$ cat src/tsol_pkg.sv
// ----------------------------------------------------------------------------
// Transpose self-organising list package
// Field widths, operation and status codes, state and control types.
// ----------------------------------------------------------------------------
`timescale 1ns / 1ps

package tsol_pkg;

   // Payload field widths.
   localparam int ACTION_W = 2;
   localparam int KEY_W    = 32;
   localparam int STATUS_W = 2;
   localparam int POS_W    = 4;
   localparam int COUNT_W  = 5;

   // Operation codes.
   localparam logic [ACTION_W-1:0] ACT_SEARCH = 2'd0;
   localparam logic [ACTION_W-1:0] ACT_INSERT = 2'd1;
   localparam logic [ACTION_W-1:0] ACT_REMOVE = 2'd2;

   // Response status codes.
   localparam logic [STATUS_W-1:0] STATUS_OK        = 2'd0;
   localparam logic [STATUS_W-1:0] STATUS_NOT_FOUND = 2'd1;
   localparam logic [STATUS_W-1:0] STATUS_DUPLICATE = 2'd2;
   localparam logic [STATUS_W-1:0] STATUS_FULL      = 2'd3;

   // Controller states.
   typedef enum logic {
      FSM_IDLE,
      FSM_UPDATE
   } state_type;

   // Commands broadcast to every cell during the update cycle.
   typedef struct packed {
      logic transpose;
      logic append;
      logic remove;
   } cell_ctrl_type;

endpackage

$ cat src/tsol_if.sv
// ----------------------------------------------------------------------------
// Transpose self-organising list channels
// Valid/ready request and response channels with source and sink views.
// ----------------------------------------------------------------------------
`timescale 1ns / 1ps

interface tsol_req_if;
   logic                       valid;
   logic                       ready;
   logic [tsol_pkg::ACTION_W-1:0] action;
   logic signed [tsol_pkg::KEY_W-1:0] key;

   modport source (output valid, output action, output key, input ready);
   modport sink   (input valid, input action, input key, output ready);
endinterface

interface tsol_rsp_if;
   logic                          valid;
   logic                          ready;
   logic [tsol_pkg::STATUS_W-1:0] status;
   logic [tsol_pkg::POS_W-1:0]    position;
   logic [tsol_pkg::COUNT_W-1:0]  entry_count;
   logic                          is_empty;

   modport source (output valid, output status, output position, output entry_count,
                   output is_empty, input ready);
   modport sink   (input valid, input status, input position, input entry_count,
                   input is_empty, output ready);
endinterface

$ cat src/tsol_cell.sv
// ----------------------------------------------------------------------------
// List cell
// Holds one list entry, flags a key match and swaps or shifts with its
// neighbours when the controller commits an operation.
// ----------------------------------------------------------------------------
`timescale 1ns / 1ps

module tsol_cell #(
   parameter int INDEX    = 0,
   parameter int CAPACITY = 16
) (
   input  logic                                  clock,
   input  logic [tsol_pkg::KEY_W-1:0]            key,
   input  logic [$clog2(CAPACITY+1)-1:0]         count,
   input  logic                                  capture,
   input  tsol_pkg::cell_ctrl_type               ctrl,
   input  logic [tsol_pkg::KEY_W-1:0]            left_entry,
   input  logic [tsol_pkg::KEY_W-1:0]            right_entry,
   input  logic                                  right_match,
   input  logic                                  hit_in,
   input  logic [$clog2(CAPACITY)-1:0]           pos_in,
   output logic [tsol_pkg::KEY_W-1:0]            entry,
   output logic                                  match,
   output logic                                  hit_out,
   output logic [$clog2(CAPACITY)-1:0]           pos_out
);
   import tsol_pkg::*;

   localparam int CW = $clog2(CAPACITY + 1);
   localparam int IW = $clog2(CAPACITY);

   logic [KEY_W-1:0] entry_ff, entry_in;
   logic             match_ff, match_in;

   // A cell only matches when it lies inside the occupied part of the list.
   assign match_in = (key == entry_ff) && (CW'(INDEX) < count);

   always_ff @(posedge clock) begin
      if (capture) begin
         match_ff <= match_in;
      end
   end

   // Hit and position ripple towards the tail; the matching cell adds its index.
   assign hit_out = hit_in | match_ff;
   assign pos_out = pos_in | (match_ff ? IW'(INDEX) : {IW{1'b0}});

   // Entry update: swap with a neighbour, close the gap after a removal or take
   // the new key at the tail.
   always_comb begin
      entry_in = entry_ff;
      if (ctrl.transpose) begin
         if (match_ff && (INDEX != 0)) begin
            entry_in = left_entry;
         end else if (right_match) begin
            entry_in = right_entry;
         end
      end
      if (ctrl.remove && hit_out) begin
         entry_in = right_entry;
      end
      if (ctrl.append && (count == CW'(INDEX))) begin
         entry_in = key;
      end
   end

   always_ff @(posedge clock) begin
      entry_ff <= entry_in;
   end

   assign entry = entry_ff;
   assign match = match_ff;

endmodule

$ cat src/transpose_self_organizing_list.sv
// Flow: the cell row compares the key as a transaction is taken in the idle state; in the
// update state every cell swaps, shifts or loads and the response is registered. No new
// transaction is taken until then; the update waits while a response is held.
// Reset: synchronous, clears the entry count, the controller and the response valid; the
// entry registers are not cleared and are only read below the count.
// ----------------------------------------------------------------------------
// Transpose self-organising list
// Ordered list of distinct keys held in a row of cells; a search moves the
// found or duplicate key one place forward, inserts append at the tail, removes close up.
// ----------------------------------------------------------------------------
`timescale 1ns / 1ps

module transpose_self_organizing_list #(
   parameter int CAPACITY = 16
) (
   input  logic       clock,
   input  logic       reset,
   tsol_req_if.sink   req_bus,
   tsol_rsp_if.source rsp_bus
);
   import tsol_pkg::*;

   localparam int CW = $clog2(CAPACITY + 1);
   localparam int IW = $clog2(CAPACITY);

   state_type             state_ff, state_in;
   logic [ACTION_W-1:0]   action_ff;
   logic [KEY_W-1:0]      key_ff;
   logic [KEY_W-1:0]      key_sel;
   logic [CW-1:0]         count_ff, count_in;
   logic                  req_ready;
   logic                  capture;
   logic                  commit;
   logic                  out_free;
   cell_ctrl_type         ctrl;

   logic                  rsp_valid_ff;
   logic [STATUS_W-1:0]   status_ff, status_in;
   logic [POS_W-1:0]      position_ff, position_in;
   logic [COUNT_W-1:0]    entry_count_ff;
   logic                  is_empty_ff;

   logic [KEY_W-1:0]      entry_bus [CAPACITY];
   logic                  match_bus [CAPACITY];
   logic                  hit_chain [CAPACITY+1];
   logic [IW-1:0]         pos_chain [CAPACITY+1];
   logic                  found;
   logic [IW-1:0]         hit_pos;

   // Handshake terms.
   assign capture  = req_bus.valid && req_ready;
   assign out_free = !rsp_valid_ff || rsp_bus.ready;

   // Next state.
   always_comb begin
      state_in = state_ff;
      unique case (state_ff)
         FSM_IDLE: begin
            if (capture) begin
               state_in = FSM_UPDATE;
            end
         end
         FSM_UPDATE: begin
            if (out_free) begin
               state_in = FSM_IDLE;
            end
         end
         default: begin
            state_in = FSM_IDLE;
         end
      endcase
   end

   // State outputs.
   always_comb begin
      req_ready = 1'b0;
      commit    = 1'b0;
      unique case (state_ff)
         FSM_IDLE: begin
            req_ready = 1'b1;
         end
         FSM_UPDATE: begin
            commit = out_free;
         end
         default: begin
            req_ready = 1'b0;
         end
      endcase
   end

   // The cells compare against the incoming key at acceptance and load the
   // held key on an append.
   assign key_sel = (state_ff == FSM_IDLE) ? req_bus.key : key_ff;

   // Row of cells with neighbour links.
   assign hit_chain[0] = 1'b0;
   assign pos_chain[0] = {IW{1'b0}};

   for (genvar g = 0; g < CAPACITY; g++) begin : g_cell
      logic [KEY_W-1:0] left_entry;
      logic [KEY_W-1:0] right_entry;
      logic             right_match;

      if (g == 0) begin : g_front
         assign left_entry = {KEY_W{1'b0}};
      end else begin : g_inner
         assign left_entry = entry_bus[g-1];
      end

      if (g == CAPACITY - 1) begin : g_back
         assign right_entry = entry_bus[g];
         assign right_match = 1'b0;
      end else begin : g_body
         assign right_entry = entry_bus[g+1];
         assign right_match = match_bus[g+1];
      end

      tsol_cell #(
         .INDEX    (g),
         .CAPACITY (CAPACITY)
      ) u_cell (
         .clock       (clock),
         .key         (key_sel),
         .count       (count_ff),
         .capture     (capture),
         .ctrl        (ctrl),
         .left_entry  (left_entry),
         .right_entry (right_entry),
         .right_match (right_match),
         .hit_in      (hit_chain[g]),
         .pos_in      (pos_chain[g]),
         .entry       (entry_bus[g]),
         .match       (match_bus[g]),
         .hit_out     (hit_chain[g+1]),
         .pos_out     (pos_chain[g+1])
      );
   end

   assign found   = hit_chain[CAPACITY];
   assign hit_pos = pos_chain[CAPACITY];

   // Operation decode: status, position, new count and cell commands.
   always_comb begin
      status_in   = STATUS_NOT_FOUND;
      position_in = {POS_W{1'b0}};
      count_in    = count_ff;
      ctrl        = '0;
      unique case (action_ff)
         ACT_SEARCH: begin
            if (found) begin
               ctrl.transpose = commit;
               status_in      = STATUS_OK;
               position_in    = POS_W'(hit_pos);
            end
         end
         ACT_INSERT: begin
            if (found) begin
               ctrl.transpose = commit;
               status_in      = STATUS_DUPLICATE;
               position_in    = POS_W'(hit_pos);
            end else if (count_ff >= CW'(CAPACITY)) begin
               status_in = STATUS_FULL;
            end else begin
               ctrl.append = commit;
               status_in   = STATUS_OK;
               position_in = POS_W'(count_ff);
               count_in    = count_ff + CW'(1);
            end
         end
         ACT_REMOVE: begin
            if (found) begin
               ctrl.remove = commit;
               status_in   = STATUS_OK;
               position_in = POS_W'(hit_pos);
               count_in    = count_ff - CW'(1);
            end
         end
         default: begin
            status_in = STATUS_NOT_FOUND;
         end
      endcase
   end

   // Control registers.
   always_ff @(posedge clock) begin
      if (reset) begin
         state_ff     <= FSM_IDLE;
         count_ff     <= {CW{1'b0}};
         rsp_valid_ff <= 1'b0;
      end else begin
         state_ff <= state_in;
         if (commit) begin
            count_ff     <= count_in;
            rsp_valid_ff <= 1'b1;
         end else if (rsp_bus.ready) begin
            rsp_valid_ff <= 1'b0;
         end
      end
   end

   // Transaction and response payload registers.
   always_ff @(posedge clock) begin
      if (capture) begin
         action_ff <= req_bus.action;
         key_ff    <= req_bus.key;
      end
      if (commit) begin
         status_ff      <= status_in;
         position_ff    <= position_in;
         entry_count_ff <= COUNT_W'(count_in);
         is_empty_ff    <= (count_in == {CW{1'b0}});
      end
   end

   assign req_bus.ready       = req_ready;
   assign rsp_bus.valid       = rsp_valid_ff;
   assign rsp_bus.status      = status_ff;
   assign rsp_bus.position    = position_ff;
   assign rsp_bus.entry_count = entry_count_ff;
   assign rsp_bus.is_empty    = is_empty_ff;

endmodule

$ cat src/flat_wrapper.sv
// flat-port wrapper written by rule: the top's interface ports become plain ports
module transpose_self_organizing_list_flat import tsol_pkg::*;
#(
   parameter int CAPACITY = 16
)
  (clock, reset, req_bus_valid, req_bus_action, req_bus_key, req_bus_ready, rsp_bus_valid, rsp_bus_status, rsp_bus_position, rsp_bus_entry_count, rsp_bus_is_empty, rsp_bus_ready);
  tsol_req_if req_bus_i ();
  tsol_rsp_if rsp_bus_i ();
  input  logic clock;
  input  logic reset;
  input wire logic [$bits(req_bus_i.valid)-1:0] req_bus_valid;
  input wire logic [$bits(req_bus_i.action)-1:0] req_bus_action;
  input wire logic [$bits(req_bus_i.key)-1:0] req_bus_key;
  output wire logic [$bits(req_bus_i.ready)-1:0] req_bus_ready;
  output wire logic [$bits(rsp_bus_i.valid)-1:0] rsp_bus_valid;
  output wire logic [$bits(rsp_bus_i.status)-1:0] rsp_bus_status;
  output wire logic [$bits(rsp_bus_i.position)-1:0] rsp_bus_position;
  output wire logic [$bits(rsp_bus_i.entry_count)-1:0] rsp_bus_entry_count;
  output wire logic [$bits(rsp_bus_i.is_empty)-1:0] rsp_bus_is_empty;
  input wire logic [$bits(rsp_bus_i.ready)-1:0] rsp_bus_ready;
  assign req_bus_i.valid = req_bus_valid;
  assign req_bus_i.action = req_bus_action;
  assign req_bus_i.key = req_bus_key;
  assign req_bus_ready = req_bus_i.ready;
  assign rsp_bus_valid = rsp_bus_i.valid;
  assign rsp_bus_status = rsp_bus_i.status;
  assign rsp_bus_position = rsp_bus_i.position;
  assign rsp_bus_entry_count = rsp_bus_i.entry_count;
  assign rsp_bus_is_empty = rsp_bus_i.is_empty;
  assign rsp_bus_i.ready = rsp_bus_ready;
  transpose_self_organizing_list #(.CAPACITY(CAPACITY)) u_core (.clock(clock), .reset(reset), .req_bus(req_bus_i), .rsp_bus(rsp_bus_i));
endmodule
$ cat config.mk
export PLATFORM = sky130hd
export DESIGN_NAME = transpose_self_organizing_list_flat
export DESIGN_NICKNAME = d
export VERILOG_FILES = /design/src/tsol_pkg.sv /design/src/tsol_if.sv /design/src/tsol_cell.sv /design/src/transpose_self_organizing_list.sv /design/src/flat_wrapper.sv
export SDC_FILE = /design/constraint.sdc
export NUM_CORES = 2
export LEC_CHECK = 0
export BUFFER_PORTS_ARGS = -buffer_cell sky130_fd_sc_hd__buf_2
export CAP_MARGIN = 30
export CORE_ASPECT_RATIO = 0.7
export CORE_MARGIN = 2
export CORE_UTILIZATION = 37
export DETAILED_ROUTE_END_ITERATION = 12
export PLACE_DENSITY = 0.5
export SYNTH_ARGS = -nofsm -noshare
export SYNTH_HDL_FRONTEND = slang
export SYNTH_SLANG_ARGS = --single-unit
export TNS_END_PERCENT = 1
$ cat constraint.sdc
create_clock -name clock -period 5.3 [get_ports clock]
set_input_delay 1.06 -clock clock [delete_from_list [all_inputs] [get_ports clock]]
set_output_delay 1.06 -clock clock [all_outputs]
set_load 0.01 [all_outputs]
==> out/results.ini <==
[critical_path]
cp-endpoint = u_core.g_cell[15].u_cell.match$_DFFE_PP_
r2r_start = u_core.state_ff$_SDFF_PP0_
critPathLaunchType = register
crit_path_max_fanout = 33
arrival_ps = 4660
critPathKind = reg2reg
crit_path_end_kind = register
rr_worst_depth = 9
cp.required_ps = 5630
rr_endpoint = u_core.g_cell[15].u_cell.match$_DFFE_PP_
crit_start = u_core.state_ff$_SDFF_PP0_
ff2ff_setup_slack_ps = 960

[clock_network]
postCtsSetupRepairBufs = 0
cts.repair.resized = 0
clockRootBuffer = clkbuf_16
hold_buffers = 0
cts_htree_levels = 3
cts_tree = done
worst_skew_pair.late_latency_ps = 660
clock_sinks = 581
clk_pin_slew_worst_paths_ps = 60
clk_path_buf_depth = 3
cts_buffers = 66

[sta]
max_freq_mhz = 231
drv_slew = 0
clock-skew-final_ps = 33.2
final.setup.tns_ps = 0
maxSlewHeadroom_pct = 16.2
worstMarginPinSlew_ps = 1250
rsz0062_at_grt = no
period_share_pct = 81.8
setup_viol_count_final = 0
final-hold-violation-count = 0
setup_ws_ps = 963
period_needed_ps = 4340

[drt]
finalWirelength_mm = 136
drc = 0
drt_iter0_drc = 3817
via_count = 26300
ant_nets = 0
firstDrtPassIters = 6
viasPerCell = 5.77
avgRoutedWirePerCell_um = 29.8

[final_layout]
design_area_mm2 = 0.0392
area_growth_pct = 11.0
drive_above_1_share_pct = 10.9
antenna_cells = 0
final_nets = 3318

[worst_hold_path]
min_path_type = reg2reg

[yosys]
synth_area_leaders = edfxtp_1, mux2i_1, xnor2_1, o21ai_0, nand2_1
ys_ff_latch = 581
ys.flop_type = edfxtp_1
synthArstFlopShare_pct = 0
synth_area_per_cell_um2 = 10.7
yosysTopAreaCellShare_pct = 48.8
synth_top_area_cell = edfxtp_1
yosysWarnings = 0
synth-edff-count = 574
yosysSeqAreaShare_pct = 49.2
ys_types = 53
syn_area_mm2 = 0.0353
synth_nets = 3340
netlist_instances = 3292

[floorplan]
die_w_um = 373
initial_core_util_pct = 37.5
die_h_um = 263
rows = 94
io-pin-count = 52
die_area_mm2 = 0.0980
core_area_mm2 = 0.0943

[place]
hpwl_mm = 102
io_buffer_count = 51
place_ws_ps = 1080
post_dp_cell_area_mm2 = 0.0371
place_congestion = 0.948

[power]
vdd_drop_max_mv = 0.270
p_leak_nw = 13.7
p_per_area_mw_per_mm2 = 322

[global_route]
grt_pass1_wl_mm = 192
grt_antenna_before_repair = 3
grt_max_degree = 66
grt_usage_pct = 27.0
overflow = 0
grt_pass1_vias = 25100

[outcome]
status = finished clean

[run]
cap_violations = 0

## how the worst min path moves through the flow
| stage | startpoint | to | slack, ps | depth (start not counted) |
|---|---|---|---|---|
| floorplan | u_core.rsp_bus.valid$_SDFFE_PP0P_ | u_core.rsp_bus.valid$_SDFFE_PP0P_ | 530 | 2 |
| global placement | u_core.rsp_bus.valid$_SDFFE_PP0P_ | u_core.rsp_bus.valid$_SDFFE_PP0P_ | 560 | 2 |
| detailed placement | u_core.rsp_bus.valid$_SDFFE_PP0P_ | u_core.rsp_bus.valid$_SDFFE_PP0P_ | 570 | 2 |
| CTS | req_bus_action[1] | u_core.action_ff[1]$_DFFE_PP_ | 570 | 1 |
| global route | req_bus_action[0] | u_core.action_ff[0]$_DFFE_PP_ | 580 | 1 |
| finish | u_core.rsp_bus.valid$_SDFFE_PP0P_ | u_core.rsp_bus.valid$_SDFFE_PP0P_ | 580 | 2 |
## area by class of cell
| class | count | area [um2] |
|---|---|---|
| fillers | 9012 | 55100 |
| flip-flops and latches | 581 | 17400 |
| multi-input cells | 2440 | 16900 |
| clock buffers | 90 | 1840 |
| well taps | 1248 | 1560 |
| repair buffers | 166 | 1250 |
| clock inverters | 23 | 216 |
| inverters | 15 | 56.3 |
## synthesized netlist by cell type, types with 2 or more instances
| master | count |
|---|---|
| mux2i_2 | 10 |
| o21a_1 | 2 |
| nor2b_1 | 2 |
| a21oi_1 | 236 |
| inv_1 | 15 |
| buf_4 | 2 |
| o21bai_1 | 2 |
| nand4_1 | 89 |
| clkbuf_1 | 126 |
| a41oi_1 | 3 |
| nand2_1 | 329 |
| a221oi_1 | 4 |
| or3_1 | 6 |
| ha_1 | 10 |
| a211o_1 | 3 |
| o41ai_1 | 2 |
| buf_6 | 4 |
| nor2_1 | 249 |
| and3_1 | 6 |
| edfxtp_1 | 574 |
| mux2_2 | 32 |
| nor3_1 | 18 |
| or3b_2 | 2 |
| xnor2_1 | 512 |
| a22oi_1 | 2 |
| a211oi_1 | 9 |
| nor4_2 | 5 |
| mux2i_4 | 17 |
| nor3_2 | 2 |
| nor4_1 | 74 |
| nand3_1 | 27 |
| buf_1 | 18 |
| nand2b_1 | 2 |
| mux2i_1 | 454 |
| o21ai_0 | 311 |
| or4_1 | 7 |
| dfxtp_1 | 7 |
| buf_2 | 104 |
## metrics by stage
step                      util (%)  std cells  total power, mW  hold slack, ps
after floorplan                  -       3292             7.04             534
after global placement        39.2       4437             7.98             559
after detailed placement      39.3       4445             8.01             570
after CTS                     41.5       4558             12.6             573
after global routing          41.6       4563             13.0             576
final                         41.6       4563             12.6             582
## flip-flops by register name (all words and copies together) (netlist names)
register / cells
u_core.g_cell.u_cell.entry: 512
u_core.key_ff: 32
u_core.g_cell.u_cell.match: 16
u_core.count_ff: 5
u_core.rsp_bus.entry_count: 5
u_core.rsp_bus.position: 4
u_core.action_ff: 2
u_core.rsp_bus.status: 2
u_core.rsp_bus.is_empty: 1
u_core.rsp_bus.valid: 1
u_core.state_ff: 1
## per-layer routing
metal	wire length [um]	GRT usage, %	up-vias
li1	-	-	11800
met1	64400	42.4	13100
met2	53100	36.0	1349
met3	16900	9.35	90
met4	1350	3.17	0
met5	0	0	-
## logic make-up (layout without fill, tap and decap cells)
group	count (synthesis)	after routing	share of synthesized area, %
AO/OA/AOI/OAI	582	582	8.54
adder cells (fa/ha/maj)	10	10	0.354
flip-flops	581	581	49.2
AND/OR/NAND/NOR	823	823	10.5
XOR/XNOR	512	512	12.7
multiplexers	513	513	15.4
buffers and inverters	271	294	3.40
## layout by cell type (no fill, tap or decap), types with 17 or more instances in the layout
master,count
mux2i_4,17
nand3_1,19
nand4_1,89
nor2_1,249
a21oi_1,236
nor4_1,72
mux2i_1,449
xnor2_1,512
buf_2,52
mux2_2,32
nand2_1,315
clkbuf_1,19
buf_4,102
clkbuf_16,70
edfxtp_1,574
o21ai_0,311
## power breakdown
group          leakage (nW)  total [mW]  internal [mW]  switching [mW]
logic                  7.39        2.34          0.802            1.54
clock network         0.999        4.61           2.61            2.00
registers              5.35        5.68           5.39           0.286
total                  13.7        12.6           8.81            3.83
## critical path: stages, from the launching register on
cell	delay, ps
dfxtp_4	790
buf_12	330
mux2_2	510
buf_4	240
xnor2_1	380
nand4_1	150
nor4_1	310
buf_4	200
nand4_1	170
nor4_1	860
Note: power is estimated with default switching activity, not from simulation.
